--- src/a85_pkg.sv ---
// shared types, constants and sequencer states for the ascii85 stream encoder
// no dependencies; imported by every module of the block
package a85_pkg;

  typedef struct packed {
    logic [7:0] data_byte;
    logic       has_byte;
    logic       end_of_stream;
  } in_t;

  typedef struct packed {
    logic [7:0] out_char;
    logic       last;
  } out_t;

  typedef enum logic [3:0] {
    ST_IDLE,
    ST_DIV_MUL,
    ST_DIV_REM,
    ST_CHR,
    ST_NL,
    ST_TRAIL_NL,
    ST_TILDE,
    ST_GT,
    ST_END_NL
  } st_e;

  localparam logic [7:0]  CharBang   = 8'h21;
  localparam logic [7:0]  CharZ      = 8'h7A;
  localparam logic [7:0]  CharTilde  = 8'h7E;
  localparam logic [7:0]  CharGt     = 8'h3E;
  localparam logic [7:0]  CharNl     = 8'h0A;

  localparam logic [31:0] Radix      = 32'd85;
  localparam logic [31:0] DivMagic   = 32'hC0C0C0C1;
  localparam int          DivShift   = 38;
  localparam int          QuotW      = 64 - DivShift;
  localparam int          DigitW     = 7;
  localparam int          NumDigits  = 5;

  localparam logic [7:0]  WidthMin   = 8'd10;
  localparam logic [7:0]  WidthMax   = 8'd200;
  localparam logic [7:0]  WidthReset = 8'd72;

endpackage

--- src/a85_div85.sv ---
// shared divide-by-85 unit: registered reciprocal multiply, then remainder
// depends on a85_pkg
module a85_div85 import a85_pkg::*; (
  input  logic                clk_i,
  input  logic                load_i,
  input  logic [31:0]         num_i,
  output logic [QuotW-1:0]    quot_o,
  output logic [DigitW-1:0]   rem_o
);

  logic [31:0]      num_q;
  logic [QuotW-1:0] quot_q;
  logic [63:0]      prod_d;
  logic [31:0]      q85;

  assign prod_d = 64'(num_i) * 64'(DivMagic);

  always_ff @(posedge clk_i) begin
    if (load_i) begin
      num_q  <= num_i;
      quot_q <= prod_d[63:DivShift];
    end
  end

  assign q85    = 32'(quot_q) * Radix;
  assign quot_o = quot_q;
  assign rem_o  = DigitW'(num_q - q85);

endmodule

--- src/ascii85_stream_encoder_top.sv ---
// top level of the ascii85 stream encoder: input group packing, digit sequencer,
// line position tracking and output register; depends on a85_pkg and a85_div85
// a full nonzero group is accepted, then its digits are extracted by 5 passes of the
// divide-by-85 unit (multiply state, then remainder state), then 1 char/cycle
// throughput: one character per cycle while out_ready_i is high; a 'z' group skips the
// divide passes, a partial byte emits nothing, and end of stream adds the trailer; async reset
module ascii85_stream_encoder_top import a85_pkg::*; (
  input  logic       clk_i,
  input  logic       rst_ni,
  input  logic       in_valid_i,
  output logic       in_ready_o,
  input  in_t        in_data_i,
  output logic       out_valid_o,
  input  logic       out_ready_i,
  output out_t       out_data_o,
  input  logic       cfg_we_i,
  input  logic [7:0] cfg_data_i
);

  st_e state_q, state_d;

  logic [31:0] grp_q;
  logic [1:0]  cnt_q;
  logic [7:0]  pos_q;
  logic [7:0]  width_q;
  logic [31:0] w_q;
  logic [2:0]  ndig_q, k_q, e_idx_q;
  logic        zero_q, eos_q;
  logic [DigitW-1:0] dig_q [NumDigits];
  logic        out_valid_q;
  out_t        out_q;

  logic        in_acc;
  logic [4:0]  shamt;
  logic [31:0] merged;
  logic        full, zero_grp;
  logic [1:0]  cnt_after;
  logic [2:0]  ndig_n;

  logic        more_dig, wrap, trail_need, can_push;
  logic        emit_req, push, adv, div_load;
  out_t        emit;
  logic [QuotW-1:0]  quot;
  logic [DigitW-1:0] rem;

  a85_div85 u_div (
    .clk_i  (clk_i),
    .load_i (div_load),
    .num_i  (w_q),
    .quot_o (quot),
    .rem_o  (rem)
  );

  // input transaction decode
  assign in_ready_o = (state_q == ST_IDLE);
  assign in_acc     = in_valid_i && in_ready_o;
  assign shamt      = {2'(2'd3 - cnt_q), 3'b000};
  assign merged     = in_data_i.has_byte ? (grp_q | (32'(in_data_i.data_byte) << shamt))
                                         : grp_q;
  assign full       = in_data_i.has_byte && (cnt_q == 2'd3);
  assign zero_grp   = full && (merged == 32'd0);
  assign cnt_after  = in_data_i.has_byte ? 2'(cnt_q + 2'd1) : cnt_q;

  always_comb begin
    if (zero_grp) begin
      ndig_n = 3'd1;
    end else if (full) begin
      ndig_n = 3'(NumDigits);
    end else if (in_data_i.end_of_stream && (cnt_after != 2'd0)) begin
      ndig_n = 3'({1'b0, cnt_after} + 3'd1);
    end else begin
      ndig_n = 3'd0;
    end
  end

  assign more_dig   = (3'(e_idx_q + 3'd1) < ndig_q);
  assign wrap       = (pos_q >= width_q);
  assign trail_need = ({1'b0, pos_q} + 9'd2) > {1'b0, width_q};
  assign can_push   = !out_valid_q || out_ready_i;

  // output decode
  always_comb begin
    emit_req      = 1'b0;
    div_load      = 1'b0;
    emit.out_char = CharNl;
    emit.last     = 1'b0;
    case (state_q)
      ST_DIV_MUL: begin
        div_load = 1'b1;
      end
      ST_CHR: begin
        emit_req      = 1'b1;
        emit.out_char = zero_q ? CharZ : ({1'b0, dig_q[e_idx_q]} + CharBang);
        emit.last     = !wrap && !more_dig && !eos_q;
      end
      ST_NL: begin
        emit_req  = 1'b1;
        emit.last = !more_dig && !eos_q;
      end
      ST_TRAIL_NL: begin
        emit_req = trail_need;
      end
      ST_TILDE: begin
        emit_req      = 1'b1;
        emit.out_char = CharTilde;
      end
      ST_GT: begin
        emit_req      = 1'b1;
        emit.out_char = CharGt;
      end
      ST_END_NL: begin
        emit_req  = 1'b1;
        emit.last = 1'b1;
      end
      default: begin
        emit_req = 1'b0;
      end
    endcase
  end

  assign push = emit_req && can_push;
  assign adv  = !emit_req || can_push;

  // next state
  always_comb begin
    state_d = state_q;
    case (state_q)
      ST_IDLE: begin
        if (in_acc) begin
          if (ndig_n != 3'd0) begin
            state_d = zero_grp ? ST_CHR : ST_DIV_MUL;
          end else if (in_data_i.end_of_stream) begin
            state_d = ST_TRAIL_NL;
          end
        end
      end
      ST_DIV_MUL: state_d = ST_DIV_REM;
      ST_DIV_REM: state_d = (k_q == 3'(NumDigits - 1)) ? ST_CHR : ST_DIV_MUL;
      ST_CHR: begin
        if (push) begin
          if (wrap) begin
            state_d = ST_NL;
          end else if (more_dig) begin
            state_d = ST_CHR;
          end else begin
            state_d = eos_q ? ST_TRAIL_NL : ST_IDLE;
          end
        end
      end
      ST_NL: begin
        if (push) begin
          if (more_dig) begin
            state_d = ST_CHR;
          end else begin
            state_d = eos_q ? ST_TRAIL_NL : ST_IDLE;
          end
        end
      end
      ST_TRAIL_NL: if (adv) state_d = ST_TILDE;
      ST_TILDE:    if (push) state_d = ST_GT;
      ST_GT:       if (push) state_d = ST_END_NL;
      ST_END_NL:   if (push) state_d = ST_IDLE;
      default:     state_d = ST_IDLE;
    endcase
  end

  always_ff @(posedge clk_i or negedge rst_ni) begin
    if (!rst_ni) begin
      state_q     <= ST_IDLE;
      grp_q       <= 32'd0;
      cnt_q       <= 2'd0;
      pos_q       <= 8'd0;
      width_q     <= WidthReset;
      ndig_q      <= 3'd0;
      zero_q      <= 1'b0;
      eos_q       <= 1'b0;
      k_q         <= 3'd0;
      e_idx_q     <= 3'd0;
      out_valid_q <= 1'b0;
    end else begin
      state_q <= state_d;
      if (cfg_we_i) begin
        width_q <= (cfg_data_i inside {[WidthMin:WidthMax]}) ? cfg_data_i : WidthReset;
      end
      if (in_acc) begin
        ndig_q  <= ndig_n;
        zero_q  <= zero_grp;
        eos_q   <= in_data_i.end_of_stream;
        k_q     <= 3'd0;
        e_idx_q <= 3'd0;
        if (full || in_data_i.end_of_stream) begin
          grp_q <= 32'd0;
          cnt_q <= 2'd0;
        end else begin
          grp_q <= merged;
          cnt_q <= cnt_after;
        end
      end
      if (state_q == ST_DIV_REM) begin
        k_q <= 3'(k_q + 3'd1);
      end
      if (push && (state_q == ST_CHR)) begin
        pos_q <= wrap ? 8'd0 : 8'(pos_q + 8'd1);
        if (!wrap && more_dig) begin
          e_idx_q <= 3'(e_idx_q + 3'd1);
        end
      end
      if (push && (state_q == ST_NL) && more_dig) begin
        e_idx_q <= 3'(e_idx_q + 3'd1);
      end
      if (push && (state_q == ST_END_NL)) begin
        pos_q <= 8'd0;
      end
      if (push) begin
        out_valid_q <= 1'b1;
      end else if (out_ready_i) begin
        out_valid_q <= 1'b0;
      end
    end
  end

  // digit store, working word and output character register
  always_ff @(posedge clk_i) begin
    if (in_acc) begin
      w_q <= merged;
    end else if (state_q == ST_DIV_REM) begin
      w_q <= 32'(quot);
      dig_q[3'(NumDigits - 1) - k_q] <= rem;
    end
    if (push) begin
      out_q <= emit;
    end
  end

  assign out_valid_o = out_valid_q;
  assign out_data_o  = out_q;

  a_pos_bound: assert property (@(posedge clk_i) disable iff (!rst_ni)
    pos_q <= WidthMax)
    else $error("line position beyond maximum width");

  a_width_range: assert property (@(posedge clk_i) disable iff (!rst_ni)
    (width_q >= WidthMin) && (width_q <= WidthMax))
    else $error("line width register out of range");

  a_chr_index: assert property (@(posedge clk_i) disable iff (!rst_ni)
    (state_q == ST_CHR) |-> (e_idx_q < ndig_q))
    else $error("digit index past digit count");

  a_quiet_byte: assert property (@(posedge clk_i) disable iff (!rst_ni)
    (in_acc && !full && !in_data_i.end_of_stream) |=> (state_q == ST_IDLE))
    else $error("partial byte transaction left the idle state");

  a_end_clears: assert property (@(posedge clk_i) disable iff (!rst_ni)
    (push && (state_q == ST_END_NL)) |=> ((pos_q == 8'd0) && (cnt_q == 2'd0)))
    else $error("trailer did not clear line and group state");

endmodule
--- config.mk ---
export PLATFORM = sky130hd
export DESIGN_NAME = ascii85_stream_encoder_top
export DESIGN_NICKNAME = d
export VERILOG_FILES = /design/src/a85_pkg.sv /design/src/a85_div85.sv /design/src/ascii85_stream_encoder_top.sv
export SDC_FILE = /design/constraint.sdc
export NUM_CORES = 1
export LEC_CHECK = 0
export BUFFER_PORTS_ARGS = -buffer_cell sky130_fd_sc_hd__buf_2
export CAP_MARGIN = 10
export CELL_PAD_IN_SITES_DETAIL_PLACEMENT = 2
export CELL_PAD_IN_SITES_GLOBAL_PLACEMENT = 2
export CORE_ASPECT_RATIO = 0.75
export CORE_UTILIZATION = 39
export DETAILED_ROUTE_END_ITERATION = 12
export GPL_ROUTABILITY_DRIVEN = 0
export PLACE_DENSITY = 0.75
export REMOVE_ABC_BUFFERS = 1
export SLEW_MARGIN = 10
export SYNTH_ARGS = -nofsm -noshare
export SYNTH_HDL_FRONTEND = slang
export SYNTH_SLANG_ARGS = --single-unit
--- constraint.sdc ---
create_clock -name clk_i -period 6.24 [get_ports clk_i]
set_clock_uncertainty 0.15 [all_clocks]
set_input_delay 0.624 -clock clk_i [delete_from_list [all_inputs] [get_ports clk_i]]
set_output_delay 0.624 -clock clk_i [all_outputs]
set_load 0.02 [all_outputs]
==> results of run 1 <==
-- flip-flops by register name, indices dropped and copies added (netlist names) --
register and flops:
width_q 8, state_q 4, k_q 3, e_idx_q 3, dig_q 35, ndig_q 3, u_div.quot_o 26, u_div.num_q 7
zero_q 1, pos_q 8, out_valid_o 1, grp_q 32, w_q 32, cnt_q 2, eos_q 1, out_data_o 9
-- through the flow --
step	hold WS, ns	TNS [ns]	instance area [um2]	cells	worst slack [ns]
floorplan	0.1784	-0.7506	18590	1823	-0.2085
global placement	0.3281	-11.02	21370	2733	-0.7175
detailed placement	0.3429	-17.94	21370	2733	-1.007
CTS	0.2505	-3.793	23380	2805	-0.4112
global route	0.2677	-18.79	24170	2824	-1.067
finish	0.2280	-17.17	24170	2824	-0.9825
-- synth_stat cells, types with 11 or more instances --
cell type,number
edfxtp_1,109
a21oi_1,134
nor2b_1,13
ha_1,355
nor3_1,26
clkbuf_1,33
xor2_1,15
nand4_1,19
nand2_1,99
o21ai_1,11
nand2b_1,14
inv_1,376
o21ai_0,84
a21o_1,25
nor2_1,98
fa_1,171
nand3_1,26
xnor2_1,37
dfrtp_1,64
-- cells by family after synthesis --
family | Yosys count
and+or+nand+nor | 340
DFF | 175
muxes | 23
xor gates and xnor gates | 52
AOI/OAI and AO/OA | 331
adders and majority gates | 526
buffers and inverters | 415
-- layer usage --
metal | vias to the layer above | part of all wire (%) | GRT usage, %
met4 | 14 | 7.4 | 14.81
met5 | - | 0.089 | 0
li1 | 6914 | - | -
met2 | 1041 | 47 | 62.21
met3 | 498 | 8.1 | 7.264
met1 | 8985 | 37 | 43.83
-- how the worst max path moves through the flow --
stage,cells past startpoint,start,endpoint,slack (ns)
after floorplan,22,w_q[8],u_div.quot_o[21],-0.21
after global placement,26,w_q[5],u_div.quot_o[20],-0.72
after detailed placement,24,w_q[6],u_div.quot_o[21],-1.01
after CTS,27,w_q[4],u_div.quot_o[21],-0.41
after global routing,25,w_q[8],u_div.quot_o[20],-1.07
final,26,w_q[7],u_div.quot_o[20],-0.98
-- repair_timing --
| item | CTS | global route |
|---|---|---|
| buffers inserted | 46 | 26 |
| pin swaps | 112 | 93 |
| endpoints found under the setup margin | 26 | 26 |
| resized for setup | 196 | 114 |
-- cells in the final DEF, fill, tap and decap left out, types with 25 or more instances in the layout --
cell	count
fa_2	27
xnor2_1	29
ha_4	79
ha_1	271
inv_1	346
inv_2	29
dfrtp_1	64
edfxtp_1	109
a21oi_1	112
fa_1	144
nor2_1	86
buf_4	276
o21ai_0	71
nand2_1	91
a21o_1	25
buf_2	33
-- cell type report --
class / count / area, um2
Fill cell: 4725 / 23220
Multi-Input combinational cell: 1272 / 13970
Sequential cell: 175 / 4927
Timing Repair Buffer: 329 / 2471
Inverter: 376 / 1414
Tap cell: 639 / 799.5
Clock buffer: 18 / 429.2
Clock inverter: 14 / 165.2
Antenna cell: 1 / 2.502
==> out/results.ini, run 1 <==
[worst_setup_path]
crit_path_end_kind=register
cp_top_family=adder cells
reg2reg_to=u_div.quot_o[20]
cpMostUsedCell=ha_4
crit_path_start_kind=register
crit_fanout=3
critPathRequiredTime_ns=6.34
critPathArrivalTime_ns=7.32
cp_slowest_cell=fa_2
crit_buf_inv=8
path_class=register to register
cp_slowest_stage_delay_ns=0.57
ff2ff_path_depth=26
timing.rr.start=w_q[7]
r2r_slack_ns=-0.98

[synth]
synth_area_leader_cell=ha_1
synth-compound-area-share_pct=10.58
synthSimpleGateAreaFrac_pct=8.633
synth_cells=1862
yosys_warnings=0
ys_top_cells_by_area=ha_1 (24%), fa_1 (18%), edfxtp_1 (17%)
yosysSeqAreaShare_pct=26.29
async_flop_share_pct=37.71
synth_top_family_by_area=adder cells
synthAdderAreaFrac_pct=41.97
synthMuxAreaShare_pct=1.743
yosysTopAreaCellShare_pct=23.70
synthFlopType=edfxtp_1
synth_xor_area_share_pct=2.430
syn_area_um2=18740
avgSynthCellArea_um2=10.06
synthDistinctLibCells=66
synth-edff-count=109
ys_ff_latch=175

[floorplanning]
die_h_um=191.8
ioPinCount=34
coreArea_um2=47400
rows=69
die_area_um2=48940
start_util_pct=39.54
die_w_um=255.1

[global_route]
grt_max_degree=67
overflow=0
grt_antenna_before_repair=10
grt_pass1_wl_mm=127.4
track_usage_pct=36.05
grt_pass1_vias=18708

[timing]
final.period_utilization_pct=115.7
drv_slew=0
setup_viol=26
setup_ws_ns=-0.9825
fmax_mhz=138.5
finalCriticalPeriod_ns=7.223
rsz0062_at_grt=true
slew_headroom_pct=16.82
hold_viol_final=0
worst_pin_slew_ns=1.238

[clock_network]
cts.hold.buffers_added=0
clk_latency_ns=0.47
htree_levels=4
numCtsBuffers=17
clock_path_buffers=2
cts_tree=yes
cts-root-buf=clkbuf_16
path_clk_slew_ns=0.09
clock-sinks=175

[cells_and_area]
syn2layout_area_growth_pct=29.00
finish.utilization_pct=51.00
nets=2720
drive_gt1_share_pct=28.43

[routing]
dr.pass1.iters=6
drtIter0Drc=1464
wl_mm=101.5
routedWlPerCell_um=35.93
dr_total_vias=17452
via_per_inst=6.180
drc=0
antenna_left=0

[outcome]
violations=negative setup slack
status=finished with violations

[place]
numPortBuffers=33
dp_hpwl_mm=58.54

[worst_hold_path]
holdCritPathClass=input port to asynchronous set/reset pin

[job]
cap_violations=0

Power of run 1 is not shown: default switching activity piles up to over one toggle a cycle in this logic, so the estimate is an artifact.
==> run 2, diff against run 1 <==
--- a/config.mk
+++ b/config.mk
@@ -5,15 +5,15 @@
 export SDC_FILE = /design/constraint.sdc
 export NUM_CORES = 1
 export LEC_CHECK = 0
-export BUFFER_PORTS_ARGS = -buffer_cell sky130_fd_sc_hd__buf_2
 export CAP_MARGIN = 10
 export CELL_PAD_IN_SITES_DETAIL_PLACEMENT = 2
 export CELL_PAD_IN_SITES_GLOBAL_PLACEMENT = 2
 export CORE_ASPECT_RATIO = 0.75
-export CORE_UTILIZATION = 39
+export CORE_UTILIZATION = 40
 export DETAILED_ROUTE_END_ITERATION = 12
+export DONT_BUFFER_PORTS = 1
 export GPL_ROUTABILITY_DRIVEN = 0
-export PLACE_DENSITY = 0.75
+export PLACE_DENSITY = 0.76
 export REMOVE_ABC_BUFFERS = 1
 export SLEW_MARGIN = 10
 export SYNTH_ARGS = -nofsm -noshare
==> run 2 against run 1 <==
The flow still finishes with violations (negative setup slack). First-iteration DRC count increased by 11%. Largest cell class unchanged. Critical path depth is the same. Fmax shrank 0.84%.
==> out/results.ini, run 2 (synthesis results as in run 1) <==
[outcome]
status=finished with violations
violations=negative setup slack

[floorplanning]
start_util_pct=40.64
ioPinCount=34
die_area_um2=47730
coreArea_um2=46110
rows=68
die_h_um=189.4
die_w_um=251.9

[place]
place_ws_ns=-1.207
dp_hpwl_mm=59.54
numPortBuffers=0

[routing]
drtIter0Drc=1622
dr_total_vias=17336
via_per_inst=6.245
antenna_left=0
dr.pass1.iters=5
drc=0
wl_mm=100.8
routedWlPerCell_um=36.31

[worst_setup_path]
r2r_slack_ns=-1.04
ff2ff_path_depth=26
reg2reg_to=u_div.quot_o[21]
timing.rr.start=w_q[5]
critPathArrivalTime_ns=7.32
crit_path_end_kind=register
critPathRequiredTime_ns=6.27
path_class=register to register
crit_fanout=5
crit_path_start_kind=register

[cells_and_area]
syn2layout_area_growth_pct=27.86
layout_common_cells=inv_1 (352), buf_4 (274), ha_1 (256), fa_1 (142), a21oi_1 (116)
fillers=4624
nets=2679
reg_top3=dig_q: 35 flops, grp_q: 32 flops, w_q: 32 flops
largest_reg_flops=35
layout_commonest_cell=inv_1
drive_gt1_share_pct=26.78
regMostFlops=dig_q

[global_route]
overflow=0
grt_antenna_before_repair=6
grt_pass1_vias=18435
grt_max_degree=68
track_usage_pct=35.84
grt_pass1_wl_mm=123.9

[worst_hold_path]
holdCritPathClass=input port to register
holdPathEnd=width_q[6]
whs_path_depth=1
hp-start=cfg_we_i

[clock_network]
clock_path_buffers=2
clock-sinks=175
clk_latency_ns=0.49
cts-root-buf=clkbuf_16
numCtsBuffers=17
cts_tree=yes
path_clk_slew_ns=0.09
htree_levels=4

[timing]
drv_slew=0
finalCriticalPeriod_ns=7.284
setup_ws_ns=-1.044
final.period_utilization_pct=116.7
hold_viol_final=0
slew_headroom_pct=14.37
worst_pin_slew_ns=1.275
fmax_mhz=137.3
setup_viol=26
rsz0062_at_grt=true

[job]
cap_violations=0

==> run 2: worst max-delay path, stage by stage (launching register included) <==
cell	delay, ns
edfxtp_1	0.54
buf_6	0.19
ha_4	0.23
ha_4	0.29
inv_1	0.10
fa_1	0.54
inv_1	0.07
fa_1	0.58
inv_2	0.07
fa_1	0.60
fa_2	0.51
fa_1	0.53
inv_1	0.07
ha_4	0.27
ha_4	0.33
nand4_1	0.16
nor3_4	0.24
buf_4	0.16
nand4_1	0.10
o21ai_2	0.14
buf_6	0.14
nor3_4	0.06
o21ai_2	0.19
a41oi_2	0.16
buf_4	0.19
o211ai_1	0.23
o211ai_1	0.17
==> run 2: repair_timing <==
item                       4_1_cts  5_1_grt
setup endpoints to repair       26       26
hold endpoints to repair        66        0
hold buffers                     2        0
pin swaps                       71       78
setup buffers                   28       30
gates resized for setup        141      140
==> run 2: area by class of cell <==
type	instances	area, um2	area share, %
flip-flops and latches	175	4927	20.57
multi-input cells	1272	14000	58.45
diodes	3	7.507	0.03133
well taps	630	788.3	3.290
clock buffers	17	425.4	1.776
repair buffers	288	2230	9.306
inverters	376	1411	5.891
clock inverters	15	165.2	0.6893
==> run 2: how the worst max path moves through the flow <==
stage | from | cells past startpoint | slack [ns] | to
2_1_floorplan | w_q[8] | 22 | -0.21 | u_div.quot_o[21]
3_3_place_gp | w_q[7] | 22 | -0.73 | u_div.quot_o[21]
3_5_place_dp | w_q[7] | 22 | -1.21 | u_div.quot_o[21]
4_1_cts | w_q[8] | 26 | -0.46 | u_div.quot_o[21]
5_1_grt | w_q[5] | 26 | -1.08 | u_div.quot_o[21]
6_report | w_q[5] | 26 | -1.04 | u_div.quot_o[21]
==> run 2: routing by layer <==
layer | wire length [um] | vias to the layer above | global-route usage [%]
met4 | 7694 | 4 | 14.38
li1 | - | 6817 | -
met2 | 47490 | 1119 | 62.14
met1 | 37440 | 8926 | 43.53
met5 | 21 | - | 0
met3 | 8162 | 470 | 7.217
==> run 2: metrics by stage <==
step | setup TNS [ns] | utilization (%) | cell area, um2 | std cells | hold WS, ns
final | -19.75 | 51.96 | 23960 | 2776 | 0.05523
after global routing | -20.48 | 51.94 | 23950 | 2773 | 0.04549
after CTS | -6.805 | 49.72 | 22930 | 2748 | 0.04262
after detailed placement | -21.02 | 45.86 | 21150 | 2686 | 0.1796
after global placement | -11.49 | 45.86 | 21150 | 2686 | 0.1797
after floorplan | -0.7506 | - | 18590 | 1823 | 0.1784
Power of run 2 is left out for the same reason.
